$ cat src/rtl/core/tag_count_table_with_resend_unit_assert.svh
// assertion macros for the tag count table with resend unit
`ifndef TAG_COUNT_TABLE_WITH_RESEND_UNIT_ASSERT_SVH
`define TAG_COUNT_TABLE_WITH_RESEND_UNIT_ASSERT_SVH
`ifndef ASSERT_OFF
// checked property, off while reset is asserted
`define TCTR_ASSERT(NAME, CLK, RSTN, PROP) \
	NAME: assert property (@(posedge CLK) disable iff (!RSTN) PROP) \
		else $error("assertion failed");
// checked property, also checked during reset
`define TCTR_ASSERT_NORST(NAME, CLK, PROP) \
	NAME: assert property (@(posedge CLK) PROP) \
		else $error("assertion failed");
`else
`define TCTR_ASSERT(NAME, CLK, RSTN, PROP)
`define TCTR_ASSERT_NORST(NAME, CLK, PROP)
`endif
`endif

$ cat src/rtl/core/tctr_pkg.sv
// shared types and constants of the tag count table with resend unit
`timescale 1ns / 1ps
`default_nettype none
package tctr_pkg;

	localparam int SLOTS   = 16;
	localparam int MAX_OUT = 16;
	localparam int IDX_W   = (SLOTS > 1) ? $clog2(SLOTS) : 1;
	localparam int CNT_W   = $clog2(MAX_OUT + 1);
	localparam int Q_DEPTH = 2;
	localparam int Q_PTR_W = (Q_DEPTH > 1) ? $clog2(Q_DEPTH) : 1;
	localparam int Q_CNT_W = $clog2(Q_DEPTH + 1);

	localparam logic [3:0] CREDIT_RST = 4'd3;

	localparam logic [1:0] CMD_INC   = 2'd0;
	localparam logic [1:0] CMD_DUMP  = 2'd1;
	localparam logic [1:0] CMD_ACK   = 2'd2;
	localparam logic [1:0] CMD_CLEAR = 2'd3;

	localparam logic [1:0] KIND_COUNT = 2'd0;
	localparam logic [1:0] KIND_FULL  = 2'd1;
	localparam logic [1:0] KIND_DUMP  = 2'd2;
	localparam logic [1:0] KIND_NONE  = 2'd3;

	// decoded operation, one bit per command
	typedef struct packed {
		logic inc;
		logic dump;
		logic ack;
		logic clr;
	} op_t;

	typedef struct packed {
		op_t         op;
		logic [15:0] tag_id;
		logic [15:0] amount;
	} item_t;

	typedef struct packed {
		logic [1:0]  kind;
		logic [15:0] tag_id;
		logic [15:0] count;
		logic        last;
	} result_t;

endpackage
`default_nettype wire

$ cat src/rtl/core/tctr_front.sv
// front end: input accept, command decode and item queue
`timescale 1ns / 1ps
`default_nettype none
`include "tag_count_table_with_resend_unit_assert.svh"
module tctr_front (
	input  wire logic                 clk,
	input  wire logic                 arst_n,
	input  wire logic                 in_valid,
	output logic                      in_stall,
	input  wire logic [1:0]           cmd,
	input  wire logic [15:0]          tag_id,
	input  wire logic [15:0]          amount,
	output logic                      q_valid,
	output tctr_pkg::item_t           q_item,
	input  wire logic                 q_pop
);

	tctr_pkg::item_t                     mem_q [tctr_pkg::Q_DEPTH];
	logic [tctr_pkg::Q_PTR_W-1:0]        wr_ptr_q;
	logic [tctr_pkg::Q_PTR_W-1:0]        rd_ptr_q;
	logic [tctr_pkg::Q_CNT_W-1:0]        count_q;
	logic                                push;
	tctr_pkg::op_t                       op;

	always_comb begin
		op = '0;
		case (cmd)
			tctr_pkg::CMD_INC:   op.inc  = 1'b1;
			tctr_pkg::CMD_DUMP:  op.dump = 1'b1;
			tctr_pkg::CMD_ACK:   op.ack  = 1'b1;
			tctr_pkg::CMD_CLEAR: op.clr  = 1'b1;
			default:             op.clr  = 1'b1;
		endcase
	end

	assign in_stall = (count_q == tctr_pkg::Q_CNT_W'(tctr_pkg::Q_DEPTH));
	assign push     = in_valid && !in_stall;
	assign q_valid  = (count_q != '0);
	assign q_item   = mem_q[rd_ptr_q];

	always_ff @(posedge clk) begin
		if (push) begin
			mem_q[wr_ptr_q] <= '{op: op, tag_id: tag_id, amount: amount};
		end
	end

	always_ff @(posedge clk or negedge arst_n) begin
		if (!arst_n) begin
			wr_ptr_q <= '0;
			rd_ptr_q <= '0;
			count_q  <= '0;
		end else begin
			if (push) begin
				wr_ptr_q <= (wr_ptr_q == tctr_pkg::Q_PTR_W'(tctr_pkg::Q_DEPTH - 1)) ?
					'0 : wr_ptr_q + 1'b1;
			end
			if (q_pop) begin
				rd_ptr_q <= (rd_ptr_q == tctr_pkg::Q_PTR_W'(tctr_pkg::Q_DEPTH - 1)) ?
					'0 : rd_ptr_q + 1'b1;
			end
			if (push && !q_pop) begin
				count_q <= count_q + 1'b1;
			end else if (!push && q_pop) begin
				count_q <= count_q - 1'b1;
			end
		end
	end

	`TCTR_ASSERT_NORST(a_queue_bound, clk, count_q <= tctr_pkg::Q_CNT_W'(tctr_pkg::Q_DEPTH))

endmodule
`default_nettype wire

$ cat src/rtl/core/tctr_back.sv
// back end: slot table, scan sequencer and output register
`timescale 1ns / 1ps
`default_nettype none
`include "tag_count_table_with_resend_unit_assert.svh"
module tctr_back (
	input  wire logic                 clk,
	input  wire logic                 arst_n,
	input  wire logic [3:0]           resend_credit,
	input  wire logic                 q_valid,
	input  wire tctr_pkg::item_t      q_item,
	output logic                      q_pop,
	output logic                      out_valid,
	input  wire logic                 out_stall,
	output tctr_pkg::result_t         out_res
);

	typedef enum logic [2:0] {
		ST_IDLE = 3'b001,
		ST_SCAN = 3'b010,
		ST_FIN  = 3'b100
	} state_t;

	state_t                         state_q;
	logic [15:0]                    slot_tag_q    [tctr_pkg::SLOTS];
	logic [15:0]                    slot_count_q  [tctr_pkg::SLOTS];
	logic [3:0]                     slot_credit_q [tctr_pkg::SLOTS];
	logic [tctr_pkg::SLOTS-1:0]     slot_inpay_q;

	tctr_pkg::op_t                  op_q;
	logic [15:0]                    tag_q;
	logic [15:0]                    amt_q;
	logic [tctr_pkg::IDX_W-1:0]     idx_q;
	logic                           match_q;
	logic [tctr_pkg::IDX_W-1:0]     match_idx_q;
	logic [15:0]                    match_cnt_q;
	logic                           empty_q;
	logic [tctr_pkg::IDX_W-1:0]     empty_idx_q;
	logic                           held_q;
	logic [15:0]                    held_tag_q;
	logic [15:0]                    held_cnt_q;
	logic [tctr_pkg::CNT_W-1:0]     n_q;

	logic                           out_valid_q;
	tctr_pkg::result_t              out_res_q;

	logic                           out_free;
	logic                           scan_hit;
	logic                           scan_stall;
	logic                           ld_en;
	tctr_pkg::result_t              ld_res;
	tctr_pkg::result_t              fin_res;
	logic [15:0]                    inc_sum;

	assign out_free   = !out_valid_q || !out_stall;
	assign scan_hit   = op_q.dump && (slot_credit_q[idx_q] != 4'd0) &&
		(n_q < tctr_pkg::CNT_W'(tctr_pkg::MAX_OUT));
	assign scan_stall = scan_hit && held_q && !out_free;
	assign q_pop      = (state_q == ST_IDLE) && q_valid;
	assign inc_sum    = match_cnt_q + amt_q;

	always_comb begin
		fin_res = '{kind: tctr_pkg::KIND_NONE, tag_id: 16'd0, count: 16'd0, last: 1'b1};
		if (op_q.inc) begin
			if (match_q) begin
				fin_res = '{kind: tctr_pkg::KIND_COUNT, tag_id: tag_q, count: inc_sum,
					last: 1'b1};
			end else if (empty_q) begin
				fin_res = '{kind: tctr_pkg::KIND_COUNT, tag_id: tag_q, count: amt_q,
					last: 1'b1};
			end else begin
				fin_res = '{kind: tctr_pkg::KIND_FULL, tag_id: tag_q, count: 16'd0,
					last: 1'b1};
			end
		end else if (op_q.dump && held_q) begin
			fin_res = '{kind: tctr_pkg::KIND_DUMP, tag_id: held_tag_q, count: held_cnt_q,
				last: 1'b1};
		end
	end

	always_comb begin
		ld_en  = 1'b0;
		ld_res = '{kind: tctr_pkg::KIND_DUMP, tag_id: held_tag_q, count: held_cnt_q,
			last: 1'b0};
		case (state_q)
			ST_SCAN: ld_en = scan_hit && held_q && out_free;
			ST_FIN: begin
				ld_en  = out_free;
				ld_res = fin_res;
			end
			default: ld_en = 1'b0;
		endcase
	end

	always_ff @(posedge clk or negedge arst_n) begin
		if (!arst_n) begin
			state_q      <= ST_IDLE;
			for (int i = 0; i < tctr_pkg::SLOTS; i++) begin
				slot_tag_q[i]    <= 16'd0;
				slot_count_q[i]  <= 16'd0;
				slot_credit_q[i] <= tctr_pkg::CREDIT_RST;
			end
			slot_inpay_q <= '0;
			op_q         <= '0;
			tag_q        <= 16'd0;
			amt_q        <= 16'd0;
			idx_q        <= '0;
			match_q      <= 1'b0;
			match_idx_q  <= '0;
			match_cnt_q  <= 16'd0;
			empty_q      <= 1'b0;
			empty_idx_q  <= '0;
			held_q       <= 1'b0;
			held_tag_q   <= 16'd0;
			held_cnt_q   <= 16'd0;
			n_q          <= '0;
		end else begin
			case (state_q)
				ST_IDLE: begin
					if (q_valid) begin
						op_q    <= q_item.op;
						tag_q   <= q_item.tag_id;
						amt_q   <= q_item.amount;
						idx_q   <= '0;
						match_q <= 1'b0;
						empty_q <= 1'b0;
						held_q  <= 1'b0;
						n_q     <= '0;
						state_q <= ST_SCAN;
					end
				end
				ST_SCAN: begin
					if (!scan_stall) begin
						if (op_q.inc) begin
							if (!match_q && slot_tag_q[idx_q] == tag_q) begin
								match_q     <= 1'b1;
								match_idx_q <= idx_q;
								match_cnt_q <= slot_count_q[idx_q];
							end
							if (!empty_q && slot_tag_q[idx_q] == 16'd0) begin
								empty_q     <= 1'b1;
								empty_idx_q <= idx_q;
							end
						end
						if (scan_hit) begin
							held_q              <= 1'b1;
							held_tag_q          <= slot_tag_q[idx_q];
							held_cnt_q          <= slot_count_q[idx_q];
							n_q                 <= n_q + 1'b1;
							slot_inpay_q[idx_q] <= 1'b1;
						end
						if (op_q.ack && slot_inpay_q[idx_q]) begin
							slot_inpay_q[idx_q] <= 1'b0;
							if (slot_credit_q[idx_q] != 4'd0) begin
								slot_credit_q[idx_q] <= slot_credit_q[idx_q] - 4'd1;
							end
						end
						if (op_q.clr) begin
							slot_tag_q[idx_q]    <= 16'd0;
							slot_count_q[idx_q]  <= 16'd0;
							slot_credit_q[idx_q] <= resend_credit;
							slot_inpay_q[idx_q]  <= 1'b0;
						end
						if (idx_q == tctr_pkg::IDX_W'(tctr_pkg::SLOTS - 1)) begin
							state_q <= ST_FIN;
						end else begin
							idx_q <= idx_q + 1'b1;
						end
					end
				end
				ST_FIN: begin
					if (out_free) begin
						state_q <= ST_IDLE;
						held_q  <= 1'b0;
						if (op_q.inc && match_q) begin
							slot_count_q[match_idx_q]  <= inc_sum;
							slot_credit_q[match_idx_q] <= resend_credit;
						end else if (op_q.inc && empty_q) begin
							slot_tag_q[empty_idx_q]    <= tag_q;
							slot_count_q[empty_idx_q]  <= amt_q;
							slot_credit_q[empty_idx_q] <= resend_credit;
						end
					end
				end
				default: state_q <= ST_IDLE;
			endcase
		end
	end

	// output register decouples the scan from a stalled receiver
	always_ff @(posedge clk or negedge arst_n) begin
		if (!arst_n) begin
			out_valid_q <= 1'b0;
		end else if (ld_en) begin
			out_valid_q <= 1'b1;
		end else if (!out_stall) begin
			out_valid_q <= 1'b0;
		end
	end

	always_ff @(posedge clk) begin
		if (ld_en) begin
			out_res_q <= ld_res;
		end
	end

	assign out_valid = out_valid_q;
	assign out_res   = out_res_q;

	`TCTR_ASSERT(a_only_dump_not_last, clk, arst_n, out_valid_q && (out_res_q.kind != tctr_pkg::KIND_DUMP) |-> out_res_q.last)
	`TCTR_ASSERT(a_idle_nothing_held, clk, arst_n, (state_q == ST_IDLE) |-> !held_q)
	`TCTR_ASSERT(a_pop_starts_scan, clk, arst_n, q_pop |=> (state_q == ST_SCAN) && (idx_q == '0))

endmodule
`default_nettype wire

$ cat src/rtl/core/tag_count_table_with_resend_unit.sv
// top level of the tag count table with resend unit
// Counts tag reads in a table of tctr_pkg::SLOTS slots and reports changed slots in dumps.
// A front queue of two items takes commands while the back end works; the back end
// scans the table one slot per cycle while the output side does not stall: it takes
// the item, visits each slot in turn and then loads the closing result. A dump emits
// one result per slot with nonzero credit (at most MAX_OUT), flagging the final one
// with last; increment returns the new count or table full; acknowledge and clear
// return one done result. The user is to write the resend credit register through
// cfg_wen/cfg_wdata only while idle; the block itself does not enforce this.
`timescale 1ns / 1ps
`default_nettype none
module tag_count_table_with_resend_unit (
	input  wire logic        clk,
	input  wire logic        arst_n,
	// configuration write
	input  wire logic        cfg_wen,
	input  wire logic [3:0]  cfg_wdata,
	// command channel
	input  wire logic        in_valid,
	output logic             in_stall,
	input  wire logic [1:0]  cmd,
	input  wire logic [15:0] tag_id,
	input  wire logic [15:0] amount,
	// result channel
	output logic             out_valid,
	input  wire logic        out_stall,
	output logic [1:0]       result_kind,
	output logic [15:0]      out_tag_id,
	output logic [15:0]      out_count,
	output logic             last
);

	logic [3:0]         resend_credit_q;
	logic               q_valid;
	logic               q_pop;
	tctr_pkg::item_t    q_item;
	tctr_pkg::result_t  out_res;

	// credit loaded into a slot on each count change and on clear
	always_ff @(posedge clk or negedge arst_n) begin
		if (!arst_n) begin
			resend_credit_q <= tctr_pkg::CREDIT_RST;
		end else if (cfg_wen) begin
			resend_credit_q <= cfg_wdata;
		end
	end

	// decode and queue each transfer
	tctr_front u_front (
		.clk      (clk),
		.arst_n   (arst_n),
		.in_valid (in_valid),
		.in_stall (in_stall),
		.cmd      (cmd),
		.tag_id   (tag_id),
		.amount   (amount),
		.q_valid  (q_valid),
		.q_item   (q_item),
		.q_pop    (q_pop)
	);

	// slot table scan and result generation
	tctr_back u_back (
		.clk           (clk),
		.arst_n        (arst_n),
		.resend_credit (resend_credit_q),
		.q_valid       (q_valid),
		.q_item        (q_item),
		.q_pop         (q_pop),
		.out_valid     (out_valid),
		.out_stall     (out_stall),
		.out_res       (out_res)
	);

	assign result_kind = out_res.kind;
	assign out_tag_id  = out_res.tag_id;
	assign out_count   = out_res.count;
	assign last        = out_res.last;

endmodule
`default_nettype wire
$ cat config.mk
export PLATFORM = sky130hd
export DESIGN_NAME = tag_count_table_with_resend_unit
export DESIGN_NICKNAME = d
export VERILOG_FILES = /design/src/rtl/core/tctr_pkg.sv /design/src/rtl/core/tctr_front.sv /design/src/rtl/core/tctr_back.sv /design/src/rtl/core/tag_count_table_with_resend_unit.sv
export VERILOG_INCLUDE_DIRS = /design/src /design/src/rtl/core
export SDC_FILE = /design/constraint.sdc
export NUM_CORES = 2
export LEC_CHECK = 0
export ABC_AREA = 0
export ABC_CLOCK_PERIOD_IN_PS = 13250
export BUFFER_PORTS_ARGS = -buffer_cell sky130_fd_sc_hd__buf_2
export CORE_AREA = 2 2 337 339
export CTS_CLUSTER_SIZE = 8
export DETAILED_ROUTE_END_ITERATION = 10
export DIE_AREA = 0 0 339 341
export SLEW_MARGIN = 20
export SYNTH_ARGS = -nofsm -noshare
export SYNTH_HDL_FRONTEND = slang
export SYNTH_SLANG_ARGS = --single-unit
$ cat constraint.sdc
create_clock -name clk -period 13.25 [get_ports clk]
set_input_delay 0.6625 -clock clk [delete_from_list [all_inputs] [get_ports clk]]
set_output_delay 0.6625 -clock clk [all_outputs]
set_load 0.02 [all_outputs]
==> summary.md <==
The flow ran to the end, but the final reports show violations. The final reports fail on negative hold slack. The placer's final routability congestion estimate was 0.9898; the clock tree buffer depth was 3. The final net count is 4,550, and the setup TNS is 0 ps.

The depth of the CTS H-tree is 3. Ranked by total cell area, the synthesized netlist is headed by sky130_fd_sc_hd__dfrtp_1 (38%), sky130_fd_sc_hd__o21ai_0 (9.8%), sky130_fd_sc_hd__a22oi_1 (7.4%). The final routed wire length divided by cell count came out at 29.64 um.

The number of port buffers is 79. The logs give 0.3970 for the starting density of the core and 19.82 nW for the static leakage. The run gives 179.4 mm as the final wirelength.

The sequential area share after synthesis is 0.4722, and the number of cells on the worst reg-to-reg path is 10. For the via count of the first global-routing pass, the log shows 39,090. After clock tree synthesis, the clock-pin slew on the worst setup and hold paths is 60 ps. The die covers 0.1156 mm^2. Between clock sinks in the finished design, the worst skew comes to 54.10 ps. Path category of the worst min-delay check: in2async. The synthesized netlist occupies a cell area of 0.04442 mm^2. Final number of max-transition violations: 0. Endpoint of the most critical setup path: u_back.match_idx_q[3]. The worst-case IR drop observed on VDD is 150.9 uV. Power spread over the standard cell area amounts to 167.2 mW/mm^2.

The number of endpoints failing setup at the final stage was 0. Setup slack on the worst reg-to-reg path comes out at 7150 ps. The core footprint was 0.1119 mm^2; the number of distinct library cell variants in the gate-level netlist after synthesis was 81. Clock latency at the later pin of the worst-skew pair: 730 ps. Synthesis produced 4,598 cells.

In this run the critical register-to-register path is captured at u_back.match_idx_q[3]. For the finished layout, the period the worst path requires is 6102 ps. The critical-path maximum fanout was 42. The share of the core filled with cells was 0.4424. At the pin with the least slew margin, the transition time is 1216 ps.

Overall global routing resource usage: 0.3043. The tools report the buffers inserted during post-CTS setup optimization as 0. The number of enable-type register cells in the synthesized netlist is 107. The number of antenna violations at the first check in global routing was 8; the CTS buffer count was 112. For the achievable clock frequency, the log shows 163.9 MHz. The floorplan has 123 rows. The post-layout instance area is 0.04950 mm^2, and the area share of the largest cell type after synthesis is 0.3792. The run gives 160 as the pin count of the biggest net entering global routing.

The growth of design area from synthesis to finish was 11.44%. The count of nets left with antenna violations once routing finished came out at 0. The logs give 6,112 for the count of routing violations after the opening detailed-route iteration and 40,670 for the total number of vias. The height of the chip was 341 um. The signal on the critical path passes through buf_4 -> buf_4 -> mux4_1 -> mux4_2 -> xor2_1 -> a2111oi_4 -> o2111ai_1 -> nor4_2 -> nand3_2 -> mux2_4.

The total clock sinks is 815. The number of I/O pins was 80; the number of detailed-routing iterations run before antenna repair was 7. Synthesized area per cell: 9.660 um^2.

The die is 339 um wide. Category of the most critical setup path: reg2reg. The synthesized design contains 815 register bits. The number of gates given a new drive strength after cts is 0, and the count of max-cap constraint violations is 0. Once detailed placement completed, the half-perimeter wirelength came to 112.7 mm. Number of hold-slack violations in the final timing report: 7. The share of post-route cells with drive strength above 1 was 0.1347; the share of async-settable or async-resettable flops after synthesis was 0.8687.

Dividing the detail-routed via count by the number of cells gives 6.718. Setup repair after global routing left no endpoint under its margin. The kind of start point of the critical path was a flip-flop.

The total overflow left after global routing is 0. The cell sitting at the root of the clock tree is a sky130_fd_sc_hd__clkbuf_16. The delay contributed by the slowest stage of the critical path was 780 ps; the placement-stage cell area was 0.04622 mm^2. The tools report the number of remaining DRC errors as 0. The most used flip-flop cell after synthesis is sky130_fd_sc_hd__dfrtp_1.

The post-route clock period utilization is 0.4605. Tracing the worst setup path back leads to its startpoint at u_back.idx_q[1]. The required arrival time at the worst endpoint was 13,820 ps; the worst slew slack as a fraction of its limit was 0.1806. The library cell occupying the most area in the post-synthesis netlist is sky130_fd_sc_hd__dfrtp_1. The worst setup path is captured at a flip-flop. Worst-path cell with the longest stage delay: sky130_fd_sc_hd__nand3_2. The first global-routing pass estimated 265.6 mm of wire.

Counting every net in the synthesized netlist gives 4,664. TritonCTS built the clock tree. Among the stages of the critical path, the cell type that occurs most often is sky130_fd_sc_hd__buf_4. Worst hold slack: -56.70 ps. The startpoint identified for the worst register-to-register timing path is u_back.idx_q[1]. The number of hold buffers added after CTS was 0. At the worst endpoint, the arrival time is 6670 ps.

For this run, the number of Yosys warnings is 0.
==> kinds of logic after synthesis <==
logic type      after synthesis  synth area share
simple gates               1123            0.1066
fa+ha+maj                    23          0.006648
flops                       815            0.4722
compound gates             1846            0.2545
xor+xnor                     37          0.007296
buf+inv                     482           0.04364
mux                         272            0.1090
==> metal layers <==
layer	global-route usage	vias to the layer above	share of wire
li1	-	16930	-
met5	0.01103	-	0.0010
met2	0.4531	2840	0.44
met1	0.4004	20340	0.38
met3	0.09152	560	0.12
met4	0.1556	4	0.055
==> power by group <==
part | leakage (nW) | internal [mW] | switching (mW)
Clock | 1.53 | 1.57 | 1.16
Sequential | 10.5 | 2.78 | 0.254
Combinational | 7.83 | 0.662 | 1.85
==> per-stage QoR <==
step	setup slack (ps)	instances	power, mW
after floorplan	8392	4598	4.406
after global placement	7259	5868	5.448
after detailed placement	7251	5869	5.466
after CTS	7208	6043	8.179
after global routing	6986	6047	8.503
final	7148	6053	8.274
==> worst min-delay path by stage <==
stage | to | slack, ps | from
after floorplan | resend_credit_q[2] | 370 | arst_n
after global placement | u_back.held_tag_q[2] | 460 | u_back.held_tag_q[2]
after detailed placement | u_back.held_cnt_q[3] | 460 | u_back.held_cnt_q[3]
after CTS | u_back.slot_count_q[229] | 20 | arst_n
after global routing | u_back.slot_count_q[198] | 20 | arst_n
final | u_back.slot_count_q[198] | -60 | arst_n
==> critical path, delay by kind of cell (launching register included) <==
family	cells	cell delay (ps)
multiplexers	3	1760
buffers and inverters	2	1430
AND/OR/NAND/NOR	2	1240
flip-flops	1	720
AO/OA/AOI/OAI	2	500
XOR/XNOR	1	190
==> Yosys cell counts, drive strengths merged, types with 9 or more instances <==
library cell  instances
clkbuf              355
and2                 48
mux2i                83
xor2                 18
a22o                 29
o31ai                11
a32oi                64
xnor2                19
mux4                154
a21oi               198
nand4                15
a211oi               10
o22ai                55
nand2b               14
nand3                51
nor3                 32
nand2               620
or3                   9
buf                  79
dfrtp               673
dfstp                35
edfxtp              107
inv                  46
a21o                 21
a22oi               435
and3                 18
a221oi               47
mux2                 35
o21ai               905
nor2                273
nor2b                19
ha                   22
==> final cells by class <==
cell class	instances	area, um^2
fill	10550	62390
inverter	48	182.7
antenna	9	22.52
timing repair buffer	206	1420
clock buffer	167	3040
sequential	815	20990
multi-input combinational	3301	21800
tap	1500	1877
clock inverter	7	165.2
==> state kept, by name, indices dropped and copies added, names as in the netlist, 5 cells and up <==
signal	count
u_back.slot_count_q	256
u_back.slot_credit_q	64
u_back.amt_q	16
u_back.tag_q	16
u_back.out_res	35
u_back.held_cnt_q	16
u_back.n_q	5
u_front.mem_q	72
u_back.slot_tag_q	256
u_back.held_tag_q	16
u_back.slot_inpay_q	16
u_back.match_cnt_q	16
==> cell usage in the layout (no fill, tap or decap), types with 53 or more instances in the layout <==
cell type	n
sky130_fd_sc_hd__a21oi_1	196
sky130_fd_sc_hd__o21ai_0	872
sky130_fd_sc_hd__buf_4	122
sky130_fd_sc_hd__clkbuf_1	53
sky130_fd_sc_hd__a22oi_1	435
sky130_fd_sc_hd__a32oi_1	64
sky130_fd_sc_hd__o22ai_1	55
sky130_fd_sc_hd__clkbuf_16	113
sky130_fd_sc_hd__edfxtp_1	107
sky130_fd_sc_hd__mux2i_1	83
sky130_fd_sc_hd__dfrtp_1	668
sky130_fd_sc_hd__nand2_1	620
sky130_fd_sc_hd__nor2_1	253
sky130_fd_sc_hd__mux4_2	134
sky130_fd_sc_hd__buf_2	78
No activity file was read; power rests on OpenSTA's default activity.
